===== config.mk =====
export PLATFORM = sky130hd
export DESIGN_NAME = e2q_cordic
export DESIGN_NICKNAME = d
export VERILOG_FILES = /design/src/rtl/assert_macros.svh /design/src/rtl/e2q_pkg.sv /design/src/rtl/e2q_cordic.sv
export SDC_FILE = /design/constraint.sdc
export NUM_CORES = 2
export LEC_CHECK = 0
export ABC_AREA = 0
export BUFFER_PORTS_ARGS = -buffer_cell sky130_fd_sc_hd__buf_2
export CORE_ASPECT_RATIO = 0.8
export CORE_MARGIN = 2
export CORE_UTILIZATION = 35
export CTS_CLUSTER_SIZE = 20
export DETAILED_ROUTE_END_ITERATION = 10
export PLACE_DENSITY = 0.58
export SLEW_MARGIN = 20
export SYNTH_ARGS = -nofsm -noshare
export SYNTH_HDL_FRONTEND = slang
export SYNTH_SLANG_ARGS = --single-unit

===== constraint.sdc =====
create_clock -name clk -period 7.7 [get_ports clk]
set_input_delay 1.54 -clock clk [delete_from_list [all_inputs] [get_ports clk]]
set_output_delay 1.54 -clock clk [all_outputs]
set_load 0.01 [all_outputs]

===== src/rtl/assert_macros.svh =====
// Assertion macros shared by the RTL. Each macro expects clk and rst_n in scope.
`ifndef ASSERT_MACROS_SVH
`define ASSERT_MACROS_SVH

// Same-cycle implication, checked only outside reset.
`define E2Q_ASSERT_IMPLIES(label, ante, cons) \
    label: assert property (@(posedge clk) disable iff (!rst_n) (ante) |-> (cons)) \
        else $error("e2q: same-cycle check failed");

// Next-cycle implication, checked only outside reset.
`define E2Q_ASSERT_NEXT(label, ante, cons) \
    label: assert property (@(posedge clk) disable iff (!rst_n) (ante) |=> (cons)) \
        else $error("e2q: next-cycle check failed");

`endif


===== src/rtl/e2q_pkg.sv =====
`timescale 1ns / 1ps
`default_nettype none
package e2q_pkg;

    localparam int ANGLE_W = 16;
    localparam int LIMIT_W = 14;
    localparam int QUAT_W  = 16;
    localparam logic [LIMIT_W-1:0] PITCH_LIMIT_RESET = 14'd12854;

    localparam int TRIG_ITERATIONS = 16;
    localparam int ATAN_ENTRIES    = 24;
    localparam int CORDIC_STAGES   = (TRIG_ITERATIONS < ATAN_ENTRIES) ?
                                     TRIG_ITERATIONS : ATAN_ENTRIES;

    // CORDIC datapath widths (Q.30 angles and vector components).
    localparam int ZW = 33;
    localparam int XW = 33;
    // Rounded cosine and sine, Q.20.
    localparam int TRIG_W = 22;

    // Pipeline register stages ahead of the output register:
    // two in angle preparation, the CORDIC steps plus its rounding stage,
    // and four in the product unit.
    localparam int PREP_STAGES = 2;
    localparam int MULT_STAGES = 4;
    localparam int NSTAGE = PREP_STAGES + CORDIC_STAGES + 1 + MULT_STAGES;

    localparam logic signed [XW-1:0] CORDIC_GAIN_Q30 = 33'sd652032874;

    localparam logic [31:0] ATAN_Q30 [ATAN_ENTRIES] = '{
        32'd843314857, 32'd497837829, 32'd263043837, 32'd133525159, 32'd67021687,
        32'd33543516,  32'd16775851,  32'd8388437,   32'd4194283,   32'd2097149,
        32'd1048576,   32'd524288,    32'd262144,    32'd131072,    32'd65536,
        32'd32768,     32'd16384,     32'd8192,      32'd4096,      32'd2048,
        32'd1024,      32'd512,       32'd256,       32'd128};

    typedef struct packed {
        logic signed [ZW-1:0] z;
        logic                 flip;
    } cordic_in_t;

    typedef struct packed {
        logic signed [TRIG_W-1:0] c;
        logic signed [TRIG_W-1:0] s;
    } trig_t;

endpackage
`default_nettype wire


===== src/rtl/e2q_cordic.sv =====
`timescale 1ns / 1ps
`default_nettype none
module e2q_cordic (
    input  wire logic                clk,
    input  wire logic                en,
    input  wire e2q_pkg::cordic_in_t start,
    output e2q_pkg::trig_t           trig
);
    import e2q_pkg::*;

    logic signed [XW-1:0] x_reg    [CORDIC_STAGES];
    logic signed [XW-1:0] y_reg    [CORDIC_STAGES];
    logic signed [ZW-1:0] z_reg    [CORDIC_STAGES];
    logic                 flip_reg [CORDIC_STAGES];
    trig_t                trig_reg;

    // One rotation step per register stage.
    for (genvar i = 0; i < CORDIC_STAGES; i++) begin : g_step
        logic signed [XW-1:0] x_in;
        logic signed [XW-1:0] y_in;
        logic signed [ZW-1:0] z_in;
        logic                 flip_in;
        logic signed [ZW-1:0] atan_val;

        if (i == 0) begin : g_first
            assign x_in    = CORDIC_GAIN_Q30;
            assign y_in    = '0;
            assign z_in    = start.z;
            assign flip_in = start.flip;
        end else begin : g_rest
            assign x_in    = x_reg[i-1];
            assign y_in    = y_reg[i-1];
            assign z_in    = z_reg[i-1];
            assign flip_in = flip_reg[i-1];
        end

        assign atan_val = signed'({1'b0, ATAN_Q30[i]});

        always_ff @(posedge clk)
        begin
            if (en) begin
                flip_reg[i] <= flip_in;
                if (!z_in[ZW-1]) begin
                    x_reg[i] <= x_in - (y_in >>> i);
                    y_reg[i] <= y_in + (x_in >>> i);
                    z_reg[i] <= z_in - atan_val;
                end else begin
                    x_reg[i] <= x_in + (y_in >>> i);
                    y_reg[i] <= y_in - (x_in >>> i);
                    z_reg[i] <= z_in + atan_val;
                end
            end
        end
    end

    logic signed [XW-1:0] x_fin;
    logic signed [XW-1:0] y_fin;
    logic signed [XW-1:0] c_round;
    logic signed [XW-1:0] s_round;

    // Undo the half-turn fold, then round Q.30 to Q.20.
    always_comb
    begin
        x_fin   = flip_reg[CORDIC_STAGES-1] ? -x_reg[CORDIC_STAGES-1] : x_reg[CORDIC_STAGES-1];
        y_fin   = flip_reg[CORDIC_STAGES-1] ? -y_reg[CORDIC_STAGES-1] : y_reg[CORDIC_STAGES-1];
        c_round = (x_fin + XW'(512)) >>> 10;
        s_round = (y_fin + XW'(512)) >>> 10;
    end

    always_ff @(posedge clk)
    begin
        if (en) begin
            trig_reg.c <= c_round[TRIG_W-1:0];
            trig_reg.s <= s_round[TRIG_W-1:0];
        end
    end

    assign trig = trig_reg;
endmodule
`default_nettype wire


==> results.yml <==
critical_path:
  start_kind: "register"
  required_ns: 8.27
  crit_arrival_ns: 6.59
  crit_fanout: 5
  critPathCaptureType: "register"
  path_class: "reg2reg"
grt:
  grt_pass1_wl_um: 489300
  antenna_found_initial: 10
  grt_pass1_vias: 86620
  grt_use_total_pct: 17.39
  grt_max_degree: 141
  gr-total-overflow: 0
synthesis:
  synth_top_area_share_pct: 35.63
  ys_warn_count: 0
  synth_edf_count: 1407
  synth.avg_cell_area_um2: 9.631
  synth-seq-area-share_pct: 35.63
  ys_types: 97
  ys.flop_type: "edfxtp_1"
  synth_top_cell_by_area: "edfxtp_1"
  synth_nets: 13710
  synthCells: 12310
  yosys_register_bits: 1407
  async_reset_ff_share_pct: 0
  synth.area.top_cells: "edfxtp_1 36%, ha_1 14%, xnor2_1 8.7%"
  syn_area_mm2: 0.1186
clock_network:
  clockRootBuffer: "clkbuf_16"
  cts_setup_buffers: 0
  cts_sinks: 1407
  cts_hold_buf: 0
  numCtsBuffers: 170
  clkLatencyLatePin_ns: 0.88
  cts_tree: "yes"
  path_clk_slew_ns: 0.06
  clockBufferDepth: 4
  post_cts_resized: 0
  h-tree-depth: 4
layout:
  mostFrequentLayoutCells: "1,407 x edfxtp_1, 1,315 x ha_1, 1,240 x a21oi_1"
  largest_reg_flops: 495
  layout_commonest_cell: "edfxtp_1"
  drive_gt1_share_pct: 4.541
  synthToLayoutAreaGrowth_pct: 9.792
  nNetsFinal: 13840
  multi_input_comb_area_mm2: 0.07368
  fillers: 33790
  layout.area.seq_mm2: 0.04225
floorplanning:
  rows: 191
  dieArea_mm2: 0.3435
  start_util_pct: 35.09
  coreArea_mm2: 0.3379
  die_height_um: 524.6
  die_w_um: 654.8
  ioPinCount: 80
sta:
  finalClockSkew_ns: 0.1105
  slew_viol_final: 0
  relSlewSlack_pct: 31.50
  fmax_mhz: 166.0
  fin_crit_ns: 6.024
  worstMarginPinSlew_ns: 1.021
  holdWs_ns: 0.4110
  period_share_pct: 78.24
  setup_tns_ns: 0
  rsz0062_at_grt: "no"
  finalSetupViolations: 0
  finalHoldViolations: 0
drt:
  drc: 0
  drt_iter0_drc: 7659
  first_pass_iters: 6
  drtAntennaViolNets: 0
  wirelength_um: 306800
  via_per_inst: 5.393
  drt-wirelength-per-cell_um: 17.93
  via_count: 92280
run_status:
  status: "completed"
placement:
  hpwl_um: 242800
  gp_congestion: 0.8937
  placement.io_buffers: 79
flow_run:
  maxCapViolCount: 0
worst_hold_path:
  worstHoldPathType: "reg2reg"
worst max-delay path: stages (launching register included):
cell	delay (ns)
edfxtp_1	0.51
nor3_1	0.29
nand2b_1	0.13
nor4_1	0.84
nand2_1	0.23
nor4_1	0.71
a21oi_1	0.19
xnor2_1	0.31
ha_1	0.37
and3_1	0.20
and4_1	0.18
a2111oi_2	0.62
o21ai_0	0.36
a211o_1	0.39
a21o_1	0.18
a21oi_1	0.16
xnor2_1	0.09
layer usage:
layer  vias up  global-route usage (%)  share of wire (%)
li1      46280                       -                  -
met1     43440                   26.96                 52
met2      2224                   25.31                 40
met3       335                   2.660                6.4
met4         0                   3.249                1.8
met5         -                       0                  0
cell usage after synthesis, types with 35 or more instances:
| library cell | instances |
|---|---|
| or3_1 | 76 |
| nor2_1 | 980 |
| a21boi_0 | 49 |
| o31ai_1 | 154 |
| nor4_1 | 110 |
| nand4_1 | 85 |
| buf_1 | 38 |
| fa_1 | 43 |
| nand2b_1 | 186 |
| a21oi_1 | 1240 |
| nand3_1 | 198 |
| and3_1 | 125 |
| nand2_1 | 698 |
| nor2b_1 | 164 |
| a211oi_1 | 139 |
| xor2_1 | 621 |
| nor3_1 | 268 |
| inv_1 | 486 |
| edfxtp_1 | 1407 |
| o211ai_1 | 53 |
| or4_1 | 51 |
| a31oi_1 | 117 |
| clkbuf_1 | 167 |
| o21a_1 | 189 |
| o21bai_1 | 156 |
| or2_2 | 42 |
| a21o_1 | 571 |
| a211o_1 | 41 |
| o41ai_1 | 67 |
| mux2_2 | 35 |
| mux2i_1 | 63 |
| and2_1 | 75 |
| ha_1 | 1315 |
| xnor2_1 | 1181 |
| o21ai_0 | 619 |
stage by stage:
stage | instances | cell area (um2) | utilization (%) | worst slack, ns
floorplan | 12310 | 118600 | - | 1.573
global placement | 16800 | 124500 | 36.85 | 1.001
detailed placement | 16800 | 124500 | 36.85 | 1.035
CTS | 17110 | 130200 | 38.53 | 1.844
global route | 17110 | 130200 | 38.53 | 1.330
finish | 17110 | 130200 | 38.53 | 1.676
final cells by class:
cell class	instances	area share, %
Clock buffer	192	3.380
Sequential cell	1407	32.45
Timing Repair Buffer	166	0.8265
Tap cell	4535	4.359
Inverter	492	1.419
Antenna cell	1	0.001922
Multi-Input combinational cell	10200	56.60
Clock inverter	114	0.9621
cells by family after synthesis:
| group | synth area share, % |
|---|---|
| AO/OA/AOI/OAI | 20.38 |
| XOR/XNOR | 13.33 |
| adder cells (fa/ha/maj) | 14.60 |
| buffers and inverters | 2.236 |
| flip-flops | 35.63 |
| multiplexers | 0.8642 |
| AND/OR/NAND/NOR | 12.96 |
path summary, 6_finish.rpt:
path / from / endpoint / slack (ns) / depth (start not counted)
worst max-delay path: x_reg[1][15]$_DFFE_PP_ / y_reg[9][30]$_DFFE_PP_ / 1.68 / 16
worst min-delay path: flip_reg[1][5]$_DFFE_PP_ / flip_reg[1][6]$_DFFE_PP_ / 0.41 / 0
worst max register to register: x_reg[1][15]$_DFFE_PP_ / y_reg[9][30]$_DFFE_PP_ / 1.68 / 16
worst min register to register: flip_reg[1][5]$_DFFE_PP_ / flip_reg[1][6]$_DFFE_PP_ / 0.41 / 0
Power is left out: the tool's default activity adds up to more than one toggle a clock period on the data nets, which glitch-free logic cannot reach.
