==> config.mk <==
export PLATFORM = sky130hd
export DESIGN_NAME = e2q_angle_prep
export DESIGN_NICKNAME = d
export VERILOG_FILES = /design/src/rtl/assert_macros.svh /design/src/rtl/e2q_pkg.sv /design/src/rtl/e2q_angle_prep.sv
export SDC_FILE = /design/constraint.sdc
export NUM_CORES = 1
export LEC_CHECK = 0
export ABC_AREA = 1
export BUFFER_PORTS_ARGS = -buffer_cell sky130_fd_sc_hd__clkbuf_2
export CELL_PAD_IN_SITES_DETAIL_PLACEMENT = 0
export CELL_PAD_IN_SITES_GLOBAL_PLACEMENT = 1
export CORE_MARGIN = 2
export CORE_UTILIZATION = 26
export CTS_BUF_LIST = sky130_fd_sc_hd__clkbuf_16
export DETAILED_ROUTE_END_ITERATION = 16
export PLACE_DENSITY_LB_ADDON = 0.1
export SYNTH_ARGS = -nofsm -noshare
export SYNTH_HDL_FRONTEND = slang
export SYNTH_SLANG_ARGS = --single-unit
==> constraint.sdc <==
create_clock -name clk -period 4.8 [get_ports clk]
set_input_delay 0.48 -clock clk [delete_from_list [all_inputs] [get_ports clk]]
set_output_delay 0.48 -clock clk [all_outputs]
set_load 0.05 [all_outputs]
==> src/rtl/assert_macros.svh <==
// Assertion macros shared by the RTL. Each macro expects clk and rst_n in scope.
`ifndef ASSERT_MACROS_SVH
`define ASSERT_MACROS_SVH

// Same-cycle implication, checked only outside reset.
`define E2Q_ASSERT_IMPLIES(label, ante, cons) \
    label: assert property (@(posedge clk) disable iff (!rst_n) (ante) |-> (cons)) \
        else $error("e2q: same-cycle check failed");

// Next-cycle implication, checked only outside reset.
`define E2Q_ASSERT_NEXT(label, ante, cons) \
    label: assert property (@(posedge clk) disable iff (!rst_n) (ante) |=> (cons)) \
        else $error("e2q: next-cycle check failed");

`endif

==> src/rtl/e2q_pkg.sv <==
`timescale 1ns / 1ps
`default_nettype none
package e2q_pkg;

    localparam int ANGLE_W = 16;
    localparam int LIMIT_W = 14;
    localparam int QUAT_W  = 16;
    localparam logic [LIMIT_W-1:0] PITCH_LIMIT_RESET = 14'd12854;

    localparam int TRIG_ITERATIONS = 16;
    localparam int ATAN_ENTRIES    = 24;
    localparam int CORDIC_STAGES   = (TRIG_ITERATIONS < ATAN_ENTRIES) ?
                                     TRIG_ITERATIONS : ATAN_ENTRIES;

    // CORDIC datapath widths (Q.30 angles and vector components).
    localparam int ZW = 33;
    localparam int XW = 33;
    // Rounded cosine and sine, Q.20.
    localparam int TRIG_W = 22;

    // Pipeline register stages ahead of the output register:
    // two in angle preparation, the CORDIC steps plus its rounding stage,
    // and four in the product unit.
    localparam int PREP_STAGES = 2;
    localparam int MULT_STAGES = 4;
    localparam int NSTAGE = PREP_STAGES + CORDIC_STAGES + 1 + MULT_STAGES;

    localparam logic signed [XW-1:0] CORDIC_GAIN_Q30 = 33'sd652032874;

    localparam logic [31:0] ATAN_Q30 [ATAN_ENTRIES] = '{
        32'd843314857, 32'd497837829, 32'd263043837, 32'd133525159, 32'd67021687,
        32'd33543516,  32'd16775851,  32'd8388437,   32'd4194283,   32'd2097149,
        32'd1048576,   32'd524288,    32'd262144,    32'd131072,    32'd65536,
        32'd32768,     32'd16384,     32'd8192,      32'd4096,      32'd2048,
        32'd1024,      32'd512,       32'd256,       32'd128};

    typedef struct packed {
        logic signed [ZW-1:0] z;
        logic                 flip;
    } cordic_in_t;

    typedef struct packed {
        logic signed [TRIG_W-1:0] c;
        logic signed [TRIG_W-1:0] s;
    } trig_t;

endpackage
`default_nettype wire

==> src/rtl/e2q_angle_prep.sv <==
`timescale 1ns / 1ps
`default_nettype none
module e2q_angle_prep (
    input  wire logic                               clk,
    input  wire logic                               en,
    input  wire logic signed [e2q_pkg::ANGLE_W-1:0] roll,
    input  wire logic signed [e2q_pkg::ANGLE_W-1:0] pitch,
    input  wire logic signed [e2q_pkg::ANGLE_W-1:0] yaw,
    input  wire logic        [e2q_pkg::LIMIT_W-1:0] limit,
    output e2q_pkg::cordic_in_t                     roll_start,
    output e2q_pkg::cordic_in_t                     pitch_start,
    output e2q_pkg::cordic_in_t                     yaw_start,
    output logic                                    clipped
);
    import e2q_pkg::*;

    localparam logic signed [33:0] HALF_PI_Q30 = 34'sd1686629713;
    localparam logic signed [33:0] PI_Q30      = 34'sd3373259426;

    // Half angle in Q.30 folded into [-pi/2, pi/2]; folding negates the result.
    function automatic cordic_in_t reduce(input logic signed [ANGLE_W-1:0] code);
        logic signed [33:0] z;
        cordic_in_t         r;
        z = signed'({{2{code[ANGLE_W-1]}}, code, 16'h0000});
        r.flip = 1'b1;
        if (z > HALF_PI_Q30) begin
            z = z - PI_Q30;
        end else if (z < -HALF_PI_Q30) begin
            z = z + PI_Q30;
        end else begin
            r.flip = 1'b0;
        end
        r.z = z[ZW-1:0];
        return r;
    endfunction

    logic signed [ANGLE_W:0]   pitch_ext;
    logic signed [ANGLE_W:0]   limit_ext;
    logic signed [ANGLE_W-1:0] pitch_next;
    logic                      clip_next;

    logic signed [ANGLE_W-1:0] roll_reg;
    logic signed [ANGLE_W-1:0] pitch_reg;
    logic signed [ANGLE_W-1:0] yaw_reg;
    logic                      clip_reg;
    cordic_in_t                roll_start_reg;
    cordic_in_t                pitch_start_reg;
    cordic_in_t                yaw_start_reg;

    always_comb
    begin
        pitch_ext  = signed'({pitch[ANGLE_W-1], pitch});
        limit_ext  = signed'({3'b000, limit});
        pitch_next = pitch;
        clip_next  = 1'b0;
        if (pitch_ext > limit_ext) begin
            pitch_next = limit_ext[ANGLE_W-1:0];
            clip_next  = 1'b1;
        end else if (pitch_ext < -limit_ext) begin
            pitch_next = ANGLE_W'(-limit_ext);
            clip_next  = 1'b1;
        end
    end

    always_ff @(posedge clk)
    begin
        if (en) begin
            roll_reg        <= roll;
            pitch_reg       <= pitch_next;
            yaw_reg         <= yaw;
            clip_reg        <= clip_next;
            roll_start_reg  <= reduce(roll_reg);
            pitch_start_reg <= reduce(pitch_reg);
            yaw_start_reg   <= reduce(yaw_reg);
        end
    end

    assign roll_start  = roll_start_reg;
    assign pitch_start = pitch_start_reg;
    assign yaw_start   = yaw_start_reg;
    assign clipped     = clip_reg;
endmodule
`default_nettype wire

==> results of run 1 <==
-- routing by layer --
layer,GRT usage,share of wire
met5,0,0
met4,0.04350,0.016
met3,0.01424,0.047
met2,0.2084,0.49
met1,0.1550,0.45
-- synthesized netlist by cell type --
master and instances:
sky130_fd_sc_hd__inv_1 97, sky130_fd_sc_hd__o21ba_2 1, sky130_fd_sc_hd__nand3b_1 2, sky130_fd_sc_hd__nor2_2 4, sky130_fd_sc_hd__ha_1 39, sky130_fd_sc_hd__nand2_4 2
sky130_fd_sc_hd__o221ai_1 2, sky130_fd_sc_hd__o31ai_1 6, sky130_fd_sc_hd__o21ai_0 31, sky130_fd_sc_hd__nand2_2 6, sky130_fd_sc_hd__nor2_1 36, sky130_fd_sc_hd__xnor2_1 4
sky130_fd_sc_hd__a211oi_1 3, sky130_fd_sc_hd__o22ai_1 6, sky130_fd_sc_hd__a22o_1 2, sky130_fd_sc_hd__a21o_1 1, sky130_fd_sc_hd__edfxtp_1 109, sky130_fd_sc_hd__o41ai_1 2
sky130_fd_sc_hd__a21oi_1 21, sky130_fd_sc_hd__nor4_1 2, sky130_fd_sc_hd__nand3_4 1, sky130_fd_sc_hd__conb_1 1, sky130_fd_sc_hd__a31oi_2 3, sky130_fd_sc_hd__clkinv_1 2
sky130_fd_sc_hd__nand3_1 46, sky130_fd_sc_hd__o21ai_1 3, sky130_fd_sc_hd__xor2_1 36, sky130_fd_sc_hd__nor3_1 2, sky130_fd_sc_hd__o211ai_1 1, sky130_fd_sc_hd__buf_2 4
sky130_fd_sc_hd__a31oi_1 6, sky130_fd_sc_hd__nand2_1 124, sky130_fd_sc_hd__nand4_1 20, sky130_fd_sc_hd__nand3_2 20, sky130_fd_sc_hd__buf_12 1, sky130_fd_sc_hd__buf_4 44
sky130_fd_sc_hd__nor2_8 1, sky130_fd_sc_hd__a22oi_1 6, sky130_fd_sc_hd__clkbuf_1 3, sky130_fd_sc_hd__inv_2 6
-- worst max path at each step --
stage               cells after the start                           to  startpoint  slack, ns
floorplan                              21      pitch_reg[10]$_DFFE_PP_    limit[0]       1.87
global placement                       21  pitch_reg[15]$_SDFFCE_PP0P_    limit[0]       1.31
detailed placement                     21  pitch_reg[15]$_SDFFCE_PP0P_    limit[0]       1.22
CTS                                    21  pitch_reg[15]$_SDFFCE_PP0P_    limit[0]       1.61
global route                           23  pitch_reg[15]$_SDFFCE_PP0P_    limit[0]       1.31
finish                                 21  pitch_reg[15]$_SDFFCE_PP0P_    limit[0]       1.64
-- metrics by stage --
step	cells	hold WS, ns	worst slack [ns]	total power, mW
4_1_cts	1172	0.2858	1.606	2.775
6_report	1172	0.2975	1.644	2.733
3_5_place_dp	1157	0.5791	1.222	2.034
2_1_floorplan	708	0.5490	1.874	1.849
5_1_grt	1172	0.2816	1.306	2.884
3_3_place_gp	1157	0.5605	1.308	2.029
-- power by group --
group | internal, mW | switching (mW) | leakage (nW)
Clock | 0.398 | 0.332 | 0.144
Sequential | 1.18 | 0.0592 | 1.07
Combinational | 0.190 | 0.576 | 2.49
-- layout make-up --
type,count,area [um2]
Fill cell,2752,17880
Sequential cell,109,3273
Multi-Input combinational cell,442,2744
Timing Repair Buffer,166,840.8
Tap cell,335,419.2
Inverter,105,394.1
Clock buffer,9,225.2
Clock inverter,6,56.30
-- logic make-up (layout without fill, tap and decap cells) --
family	count (synthesis)	in the layout	synth area share
fa+ha+maj	39	39	0.07192
simple gates	266	266	0.1940
xor+xnor	40	40	0.05163
buf+inv	157	286	0.1143
other cells	1	3	0.0005527
compound gates	94	94	0.08519
flops	109	109	0.4824
-- critical path: stages --
cell and delay, ns:
sky130_fd_sc_hd__clkbuf_2 0.10, sky130_fd_sc_hd__inv_1 0.08, sky130_fd_sc_hd__ha_1 0.25, sky130_fd_sc_hd__nand4_1 0.19, sky130_fd_sc_hd__nor2_1 0.19, sky130_fd_sc_hd__xor2_1 0.24
sky130_fd_sc_hd__inv_1 0.07, sky130_fd_sc_hd__ha_1 0.29, sky130_fd_sc_hd__a21o_1 0.16, sky130_fd_sc_hd__nor2_1 0.09, sky130_fd_sc_hd__nand3_1 0.09, sky130_fd_sc_hd__nand2_1 0.07
sky130_fd_sc_hd__nand3_1 0.06, sky130_fd_sc_hd__nand2_1 0.06, sky130_fd_sc_hd__nand2_1 0.05, sky130_fd_sc_hd__nand2_2 0.09, sky130_fd_sc_hd__nand3_4 0.18, sky130_fd_sc_hd__nand2_4 0.28
sky130_fd_sc_hd__inv_1 0.09, sky130_fd_sc_hd__nand2_1 0.06, sky130_fd_sc_hd__o21ai_0 0.07
==> summary.md, run 1 <==
The peak clock frequency supported by timing was 316.9 MHz; the maximum fanout along the worst path was 16. The number of antenna violations at the first check in global routing was 0. The count of hold-fix buffers inserted at cts came out at 0.

The total vias in the final route was 5118. The register-to-register path setup slack is 1.96 ns. Counting cells, the worst reg-to-reg path comes to 11.

Counting every instance in the synthesized netlist gives 706. For the worst setup path, the data arrival time is 3.26 ns. Setup repair after global routing left no endpoint under its margin. Setup violations remaining at the end of the flow were counted as 0. Total DRC errors in the routed layout: 0. In this run the tool buffered the top-level ports with 163 buffer cells. Post-CTS timing repair inserted 0 buffers for setup.

The run gives 0.3002 as the normalized max-slew margin. In the final routed layout, each cell accounts on average for 13.79 um. The number of global-route vias before repair came out at 5031.

The maximum root-to-sink buffer count is 2, and the summed negative setup slack over all endpoints is 0 ns. Post-synthesis sequential area ratio: 0.4824. The path with the worst hold slack has its endpoint at yaw_reg[9]$_DFFE_PP_. For this run, the detailed router's first-pass iteration total came to 4. Counting flops and latches in the post-synthesis netlist gives 109. The tools report the final hold violation count as 0. The run gives 7671 um2 as the total cell area at the placement stage. Cell depth of the worst min-delay path: 1. The final critical path time including I/O delays and setup works out to 3.156 ns. The die is 165.5 um tall. The die covers 27410 um2. The capture point of the worst reg-to-reg path is pitch_start[24]$_DFFE_PP_. The floorplan step set the die width to 165.5 um. The run gives 12.78 mm as the post-detailed-placement half-perimeter wirelength.

Yosys printed 0 warnings. The path category of the worst min-delay check was in2reg. The effective utilization at floorplan is 0.2626. Leaving out fill and tap cells, the most frequent cells in the layout are sky130_fd_sc_hd__clkbuf_2, sky130_fd_sc_hd__nand2_1, sky130_fd_sc_hd__edfxtp_1, sky130_fd_sc_hd__inv_1, sky130_fd_sc_hd__nand3_1. Across the run, the number of max-cap violations was 0.

IR analysis of the VDD net gives a maximum drop of 0.1541 mV. The count of distinct cell types in the synthesized netlist is 40. The root cell of the clock tree was sky130_fd_sc_hd__clkbuf_16.

In the post-synthesis netlist, the biggest area contributors are sky130_fd_sc_hd__edfxtp_1, sky130_fd_sc_hd__ha_1, sky130_fd_sc_hd__nand2_1. The total global routing overflow is 0. The final count of pins violating max slew came out at 0.

The number of buffers created by CTS is 9, and the clock transition at the registers of the reported paths is 0.07 ns. The count of nets left with antenna violations once routing finished came out at 0. Compared with the post-synthesis result, the final layout area differs by 17.20%. The depth of the CTS H-tree is 3, and the fraction of post-synthesis cell area in the top cell type by area is 0.4824. The run gives 0.3078 as the utilization after layout.

After synthesis the cells add up to 6785 um2. Using the TritonRoute via totals, the vias-per-cell ratio works out to 4.367. Data on the critical path is required at its endpoint by 4.90 ns.

In this run the static leakage power is 3.705 nW. For the maximum number of pins on one net before global-route repair, the log shows 79. The biggest area consumer among synthesized cells was sky130_fd_sc_hd__edfxtp_1.

STA classifies the critical path endpoint as a flip-flop. The post-synthesis average cell area came out at 9.611 um2. The run finished with clean final reports. After floorplanning, the core was divided into 59 placement rows.

The startpoint of the tightest hold check path was yaw[9]. The global-route total usage across every layer came out at 0.1206. The worst setup path is launched from an input pin. The worst register-to-register path begins at pitch_reg[0]$_DFFE_PP_.

The first global-routing pass estimated 25.70 mm of wire. Dividing total power by cell area gives a power density of 343.6 nW/um2. The clock skew came out at 0.005348 ns. The clock net in this run drives a total of 109 sinks.

The share of cells above drive strength 1 was 0.2664; the placeable core region was 25840 um2. Leaving out fill and tap cells, the most frequent cell in the layout is sky130_fd_sc_hd__clkbuf_2. The setup path with the least slack is of type in2reg. The part of the cycle the worst path needs is 0.6574, and the final antenna diode count is 0.

Final instance area: 7953 um2. TritonCTS built the clock tree. The number of DRC markers in iteration 0 was 243; the aggregate routed wire length was 16.17 mm. Clock latency on the worst-skew pair: 0.35 ns. The final weighted congestion in routability-driven placement came out at 0.8078. In this run, post-CTS repair resized a total of 0 instances.

Number of nets in the final layout: 936. The I/O pin count was 167; the slew at the pin closest to its max-slew limit was 1.046 ns.
Power figures use the tool's default switching activity.
==> run 2: changes to the inputs <==
Clock period 4.8 ns to 3.2 ns, I/O delays scaled along.
==> summary.md, run 2 (synthesis gave the netlist of run 1 again) <==
The number of vias per cell works out to 4.327. Setup violations remaining at the end of the flow were counted as 0. The final instance count without filler cells is 1187.

The final count of pins violating max slew was 0. IR analysis of the VDD net gives a maximum drop of 0.2416 mV. The effective utilization at floorplan is 0.2626, and the final routed wire length divided by cell count is 13.63 um. The first-pass iteration count of the detailed router came out at 4.

The area growth from synthesis to layout was 18.83%. TritonCTS built the clock tree. The path with the worst hold slack has its endpoint at yaw_reg[5]$_DFFE_PP_.

Path category of the worst min-delay check: in2reg. The die span in x came out at 165.5 um. The tree is rooted in a sky130_fd_sc_hd__clkbuf_16. The logs give 59 for the number of rows created at floorplan and 0.1201 for the global-route total usage across every layer.

Total global routing overflow: 0. Counting stages on the worst path, the most repeated cell is sky130_fd_sc_hd__nand2_1. The clock skew is 0.009020 ns.

Number of buffer and inverter stages on the critical path: 4. The tools report the launch instance of the worst register-to-register path as yaw_reg[0]$_DFFE_PP_. The final critical path time including I/O delays and setup is 2.783 ns. Setup repair after global routing left no endpoint under its margin.

Number of global-route vias before repair: 5118. The startpoint type of the worst setup path is an input pin. For this design, the CTS-stage hold fixing added 0 buffers. For this design, the slowest cell found on the critical path is sky130_fd_sc_hd__ha_1.

Slew at the pin closest to its max-slew limit: 0.6180 ns. The routed layout has 5136 vias. The tools report the number of antenna violations at the first check in global routing as 0. The setup path with the least slack is of type in2reg. Measured along the y axis, the die boundary spans 165.5 um. The run gives 0.36 ns as the clock latency on the worst-skew pair.

The startpoint of the tightest hold check path is yaw[5]. In the final timing run, aggregate negative setup slack is 0 ns. Cell count after placement: 1170. The number of nets with antenna violations after routing was 0. The max-cap violation count is 0. The part of the cycle the worst path needs was 0.8698; the depth of the CTS H-tree was 3.

The register-to-register path setup slack was 0.89 ns. The tools report the clock sink count as 109. The first routing iteration left 246 violations. The tools report the maximum number of pins on one net before global-route repair as 63. The first global-routing pass estimated 25.61 mm of wire. The largest single stage delay on the critical path is 0.29 ns. The floorplan step defined a die boundary enclosing 27410 um2.

Kind of end point of the critical path: a flip-flop. Detailed placement finished with a half-perimeter wire length of 13.08 mm. Total stage count of the critical path: 23. Along the worst path, the maximum fanout reaches 16. The placeable core region came out at 25840 um2. Total DRC errors in the routed layout: 0. The most common cell after layout, fill and taps aside was sky130_fd_sc_hd__clkbuf_2. For this run, the top clock speed supported by timing is 359.3 MHz. For the final hold violation count, the log shows 0. Summed over all cells, the static leakage comes to 3.763 nW. The share of cells above drive strength 1 is 0.2797, and the I/O pin count is 167. The worst path required time is 3.30 ns.

In this run the deepest clock path goes through 2 buffers. After detailed routing, the total wire length is 16.17 mm. Grouping stages by cell kind, the critical path spends the most delay in simple AND/OR/NAND/NOR gates. Tracing the worst setup path back leads to its startpoint at limit[0]. The tools report the number of nets in the final layout as 949. Clock-pin slew was measured on the worst setup and hold paths at 0.07 ns. For the normalized max-slew margin, the log shows 0.5880. The signal on the critical path passes through clkbuf_2 -> inv_1 -> ha_2 -> nand4_1 -> nor2_1 -> xor2_1 -> inv_1 -> ha_1 -> nand2_1 -> nor2_1 -> nand3_1 -> nand3_1 -> nand2_1 -> nand3_1 -> nand2_1 -> nand2_1 -> nand2_2 -> nand2_2 -> nand2_4 -> nand2_8 -> inv_1 -> nand2_1 -> o21ai_0.

Counting the buffers created by CTS gives 9. The cell area power density came out at 504.3 nW/um2. The capture point of the worst reg-to-reg path is yaw_start[24]$_DFFE_PP_. Data arrives at the worst endpoint at 2.89 ns.

Cell depth of the worst min-delay path: 1. Measured in cells, the most critical reg-to-reg path has a length of 13. The final weighted congestion in routability-driven placement was 0.8104; the count of buffers inserted at the top-level ports was 163.

The top cell types in the final layout, fill and taps aside, are sky130_fd_sc_hd__clkbuf_2, sky130_fd_sc_hd__nand2_1, sky130_fd_sc_hd__edfxtp_1, sky130_fd_sc_hd__inv_1, sky130_fd_sc_hd__nand3_1. The run finished with clean final reports.
[run 2: how the worst max path moves through the flow]
stage / end / slack (ns)
4_1_cts: pitch_reg[15]$_SDFFCE_PP0P_ / 0.28
3_5_place_dp: pitch_reg[15]$_SDFFCE_PP0P_ / -0.1
2_1_floorplan: pitch_reg[10]$_DFFE_PP_ / 0.43
6_report: pitch_reg[15]$_SDFFCE_PP0P_ / 0.42
5_1_grt: pitch_reg[15]$_SDFFCE_PP0P_ / 0.02
3_3_place_gp: pitch_reg[15]$_SDFFCE_PP0P_ / 0.04
[run 2: final cells by class]
cell class,instances,area [um2]
antenna,1,2.502
sequential,109,3273
timing repair buffer,179,950.9
inverter,105,394.1
clock buffer,9,225.2
clock inverter,7,42.54
fill,2748,17770
multi-input combinational,442,2755
tap,335,419.2
[run 2: what timing repair did]
| action | 4_1_cts | 5_1_grt |
|---|---|---|
| buffers inserted | 0 | 0 |
| resized for setup | 0 | 2 |
| setup endpoints to repair | 0 | 2 |
[run 2: metrics by stage]
stage	area (um2)	setup WS, ns	total power [mW]	hold slack (ns)	util
after CTS	8049	0.2799	4.122	0.1223	0.3115
after detailed placement	7781	-0.09826	3.068	0.4986	0.3012
after global placement	7781	0.04151	3.060	0.4971	0.3012
after floorplan	6793	0.4343	2.773	0.4189	-
after global routing	8060	0.02322	4.297	0.1235	0.3120
final	8063	0.4166	4.066	0.1344	0.3121
[run 2: report_power, final]
group	total (mW)	switching, mW	internal [mW]
Sequential	1.85	0.0898	1.77
Clock	1.05	0.521	0.525
Combinational	1.17	0.866	0.299
[run 2: layer usage]
layer | global-route usage | vias up | part of all wire | routed length [um]
met4 | 0.05251 | 0 | 0.022 | 352
met5 | 0 | - | 0 | 0
met3 | 0.01474 | 21 | 0.040 | 648
met2 | 0.2061 | 141 | 0.48 | 7791
li1 | - | 2658 | - | -
met1 | 0.1516 | 2316 | 0.46 | 7382
